[src/hw/rtl/assert_macros.svh]
// assertion macros used by the rtl top level
`ifndef ASSERT_MACROS_SVH
`define ASSERT_MACROS_SVH

// checked on every rising edge outside reset
`define ASSERT_CLK(label, prop, msg) \
  label: assert property (@(posedge clk) disable iff (rst) prop) else $error(msg);

// checked on every rising edge, reset included
`define ASSERT_CLK_ALWAYS(label, prop, msg) \
  label: assert property (@(posedge clk) prop) else $error(msg);

`endif

[src/hw/rtl/mf3_pkg.sv]
// shared types and constants of the 3x3 median filter
package mf3_pkg;

  localparam int MAX_WIDTH  = 1024;
  localparam int WIN        = 3;
  localparam int TAPS       = WIN * WIN;
  localparam int CNT_W      = $clog2(TAPS + 1);

  localparam int LINE_DEPTH = 2 * MAX_WIDTH;
  localparam int ADDR_W     = $clog2(LINE_DEPTH);

  localparam int PIX_W      = 8;
  localparam int ROW_W      = 12;
  localparam int COL_W      = 10;
  localparam int WREG_W     = 11;
  localparam int HREG_W     = 12;
  localparam int LEAD_W     = 11;
  localparam int CFG_DATA_W = 12;
  localparam int CFG_IDX_W  = 1;

  localparam int OUT_TDATA_W = 32;
  localparam int OUT_PAD     = OUT_TDATA_W - PIX_W - ROW_W - COL_W;

  localparam int DEF_WIDTH  = 640;
  localparam int DEF_HEIGHT = 480;

  // register indexes
  localparam logic [CFG_IDX_W-1:0] REG_WIDTH  = 1'b0;
  localparam logic [CFG_IDX_W-1:0] REG_HEIGHT = 1'b1;

  // item kinds on tuser
  localparam logic OP_PIXEL = 1'b0;
  localparam logic OP_DRAIN = 1'b1;

  typedef logic [PIX_W-1:0] pix_t;

  typedef struct packed {
    logic top;
    logic bottom;
    logic left;
    logic right;
  } edge_ok_t;

  typedef struct packed {
    logic             emit;
    logic             last;
    logic [ROW_W-1:0] row;
    logic [COL_W-1:0] col;
    edge_ok_t         ok;
  } step_ctrl_t;

endpackage

[src/hw/rtl/mf3_median.sv]
// rank-based selection of the median over the in-bounds window taps
module mf3_median import mf3_pkg::*; (
  input  pix_t            taps [TAPS],
  input  logic [TAPS-1:0] tap_ok,
  output pix_t            median
);

  logic [CNT_W-1:0] count;
  logic [CNT_W-1:0] rank [TAPS];

  always_comb begin
    count = '0;
    for (int i = 0; i < TAPS; i++) begin
      count = count + CNT_W'(tap_ok[i]);
    end
    for (int i = 0; i < TAPS; i++) begin
      rank[i] = '0;
      for (int j = 0; j < TAPS; j++) begin
        if (j != i && tap_ok[j] &&
            ((taps[j] < taps[i]) || ((taps[j] == taps[i]) && (j < i)))) begin
          rank[i] = rank[i] + CNT_W'(1);
        end
      end
    end
    median = '0;
    for (int i = 0; i < TAPS; i++) begin
      if (tap_ok[i] && (rank[i] == (count >> 1))) begin
        median = taps[i];
      end
    end
  end

endmodule

[config.mk]
export PLATFORM = sky130hd
export DESIGN_NAME = mf3_median
export DESIGN_NICKNAME = d
export VERILOG_FILES = /design/src/hw/rtl/assert_macros.svh /design/src/hw/rtl/mf3_pkg.sv /design/src/hw/rtl/mf3_median.sv
export SDC_FILE = /design/constraint.sdc
export NUM_CORES = 1
export LEC_CHECK = 0
export ABC_AREA = 1
export BUFFER_PORTS_ARGS = -buffer_cell sky130_fd_sc_hd__buf_2
export CORE_MARGIN = 4
export CORE_UTILIZATION = 35
export DETAILED_ROUTE_END_ITERATION = 16
export SYNTH_ARGS = -nofsm -noshare
export SYNTH_HDL_FRONTEND = slang
export SYNTH_SLANG_ARGS = --single-unit
[constraint.sdc]
create_clock -name vclk -period 14.26
set_clock_uncertainty 0.05 [all_clocks]
set_input_delay 3.565 -clock vclk [all_inputs]
set_output_delay 3.565 -clock vclk [all_outputs]
set_load 0.01 [all_outputs]
==> metrics.md <==
| Metric | Value |
|---|---|
| Vias per cell | `5.32` |
| Worst-margin pin slew | `0.780 ns` |
| Top cell type's share of synthesized area | `34.2%` |
| Via count | `14633` |
| Status | `completed` |
| Routed wire length | `50800 um` |
| Ranking of synthesized cells by area | `ha_1 34%, nand2_1 20%, inv_1 9.1%, nand3_1 8.0%, a21oi_1 5.3%` |
| First-pass GRT wire length | `77900 um` |
| Top Family by Delay on Critical Path | `simple AND/OR/NAND/NOR gates` |
| FP Rows | `70` |
| Seq/Total Area, Yosys | `0%` |
| Post-layout min period | `13.55 ns` |
| Static leakage | `8.20 nW` |
| P per Cell Area | `78.9 nW/um2` |
| FFs & Latches | `0` |
| Hold Crit Depth | `4` |
| Critical path required time | `10.64 ns` |
| Die height | `200 um` |
| Layout cells sized above 1 | `9.81%` |
| Synth Instances | `2188` |
| Area of the multi-input gates | `11600 um2` |
| Clock buf count | `0` |
| Filler cells | `4021` |
| P&R area growth vs syn | `8.54%` |
| Pin count of the biggest net entering global routing | `20` |
| Max stage delay cell, worst path | `o21ai_0` |
| Die area | `40200 um2` |
| Crit path DAT | `9.94 ns` |
| Port-buffer cells | `89` |
| Syn_area_per_cell | `5.92 um2` |
| Hold endpoint | `median[4]` |
| Core ar. | `36500 um2` |
| Post-CTS Setup Bufs | `0` |
| Overall routing resource usage | `24.3%` |
| Hold Path Origin | `taps[4]` |
| Maximum vdd ir drop | `41.8 uV` |
| Rel. slew slack | `47.4%` |
| RSZ-0062 raised after global routing | `no` |
| Final period util | `95.0%` |
| # hold bufs at CTS | `0` |
| Synth area leader | `ha_1` |
| Warnings, synthesis | `0` |
| Most common cell on crit path | `nand2_1` |
| Routed Antenna Nets | `0` |
| N_diodes | `0` |
| Crit Path Max Fanout | `9` |
| Total power | `0.00111 W` |
| Synthesized net count | `2627` |
| Most common cell after layout, fill and taps aside | `nand2_1` |
| DR pass1 iterations | `8` |
| Buf+Inv Stages, Crit Path | `6` |
| Hold Crit Class | `in2out` |
| Die X | `200 um` |
| Startpoint Class | `input port` |
| Netlist cell types | `55` |
| Max Fclk | `73.8 MHz` |
| Drt drc | `0` |
| MaxCap Viol Count | `0` |
| Final setup fails | `0` |
| Initial Utilization | `35.5%` |
| Most frequent cells in the layout | `689 x nand2_1, 354 x ha_1, 314 x inv_1, 208 x nand3_1` |
| GP Congestion | `0.996` |
| Residual overflow from global routing | `0` |
| Wirelength per Cell | `18.4 um` |
| Initial DRC Count | `1158` |
| IO Count | `89` |
| Vias in the first global route | `13769` |
| Detailed placement HPWL | `42700 um` |
| Final slew viol count | `0` |
| Critical path's largest stage delay | `0.62 ns` |
| FF+latch area | `0 um2` |
| CP Class | `in2out` |
| Initial antenna violation count | `0` |
| Hold Slack | `7.58 ns` |
| CP Capture Type | `primary output` |
| Fin Setup TNS | `0 ns` |
| Final hold violations | `0` |
| Post-Syn Area | `13000 um2` |
| Final Net Count | `2725` |
| Post-cts sizing count | `0` |
report_power, final:
group	internal [W]	switching (W)
registers	0	0
logic	0.000357	0.000752
clock network	0	0
worst max-delay path by stage:
stage	endpoint	slack (ns)	depth (start not counted)	from
2_1_floorplan	median[0]	2.02	43	taps[47]
3_3_place_gp	median[5]	0.87	37	taps[15]
3_5_place_dp	median[1]	0.81	37	taps[15]
4_1_cts	median[1]	0.80	37	taps[15]
5_1_grt	median[6]	0.23	45	taps[47]
6_report	median[1]	0.71	37	taps[15]
logic make-up (layout without fill, tap and decap cells):
logic type	after synthesis	after routing	share of synthesized area, %
and+or+nand+nor	1200	1200	41.4
adders and majority gates	358	358	34.8
buffers and inverters	346	442	10.1
AOI/OAI and AO/OA	262	262	11.7
xor gates and xnor gates	21	21	1.84
muxes	1	1	0.0773
layout make-up:
type,instances,area share (%)
tap,468,4.16
multi-input combinational,1842,82.8
inverter,337,8.99
timing repair buffer,105,4.02
cell usage after synthesis, types with 2 or more instances:
library cell	instances
inv_2	21
nand3b_1	9
buf_2	6
nand3_4	2
o21ai_2	5
nor2_1	138
nand4_2	2
a21o_1	2
clkinv_1	2
nand2_2	24
o21ai_1	31
or2_2	9
nor2_2	8
or2_0	3
ha_1	354
fa_1	4
nand4_1	58
nand3_2	15
o211ai_1	22
xnor2_2	2
inv_1	314
xor2_1	14
a21oi_1	138
nand2_1	689
or2_1	7
nand2_4	9
nor3_1	10
nand3_1	208
clkbuf_1	2
xnor2_1	2
o21ai_0	35
a21oi_4	2
a21oi_2	4
o21bai_1	7
o211ai_2	3
nor2_4	5
o21a_1	4
through the flow:
step / utilization, % / cell area, um2 / std cells / setup WS (ns)
floorplan: - / 13000 / 2188 / 2.02
global placement: 38.5 / 14100 / 2752 / 0.873
detailed placement: 38.5 / 14100 / 2752 / 0.811
CTS: 38.5 / 14100 / 2752 / 0.797
global route: 38.5 / 14100 / 2752 / 0.228
finish: 38.5 / 14100 / 2752 / 0.708
routing by layer:
metal	track usage [%]	vias to the layer above	part of all wire, %
li1	-	7482	-
met1	32.8	6574	45
met2	39.8	482	44
met3	4.09	95	8.1
met4	7.40	0	3.8
met5	0	-	0
(Power assumes the default switching activity.)
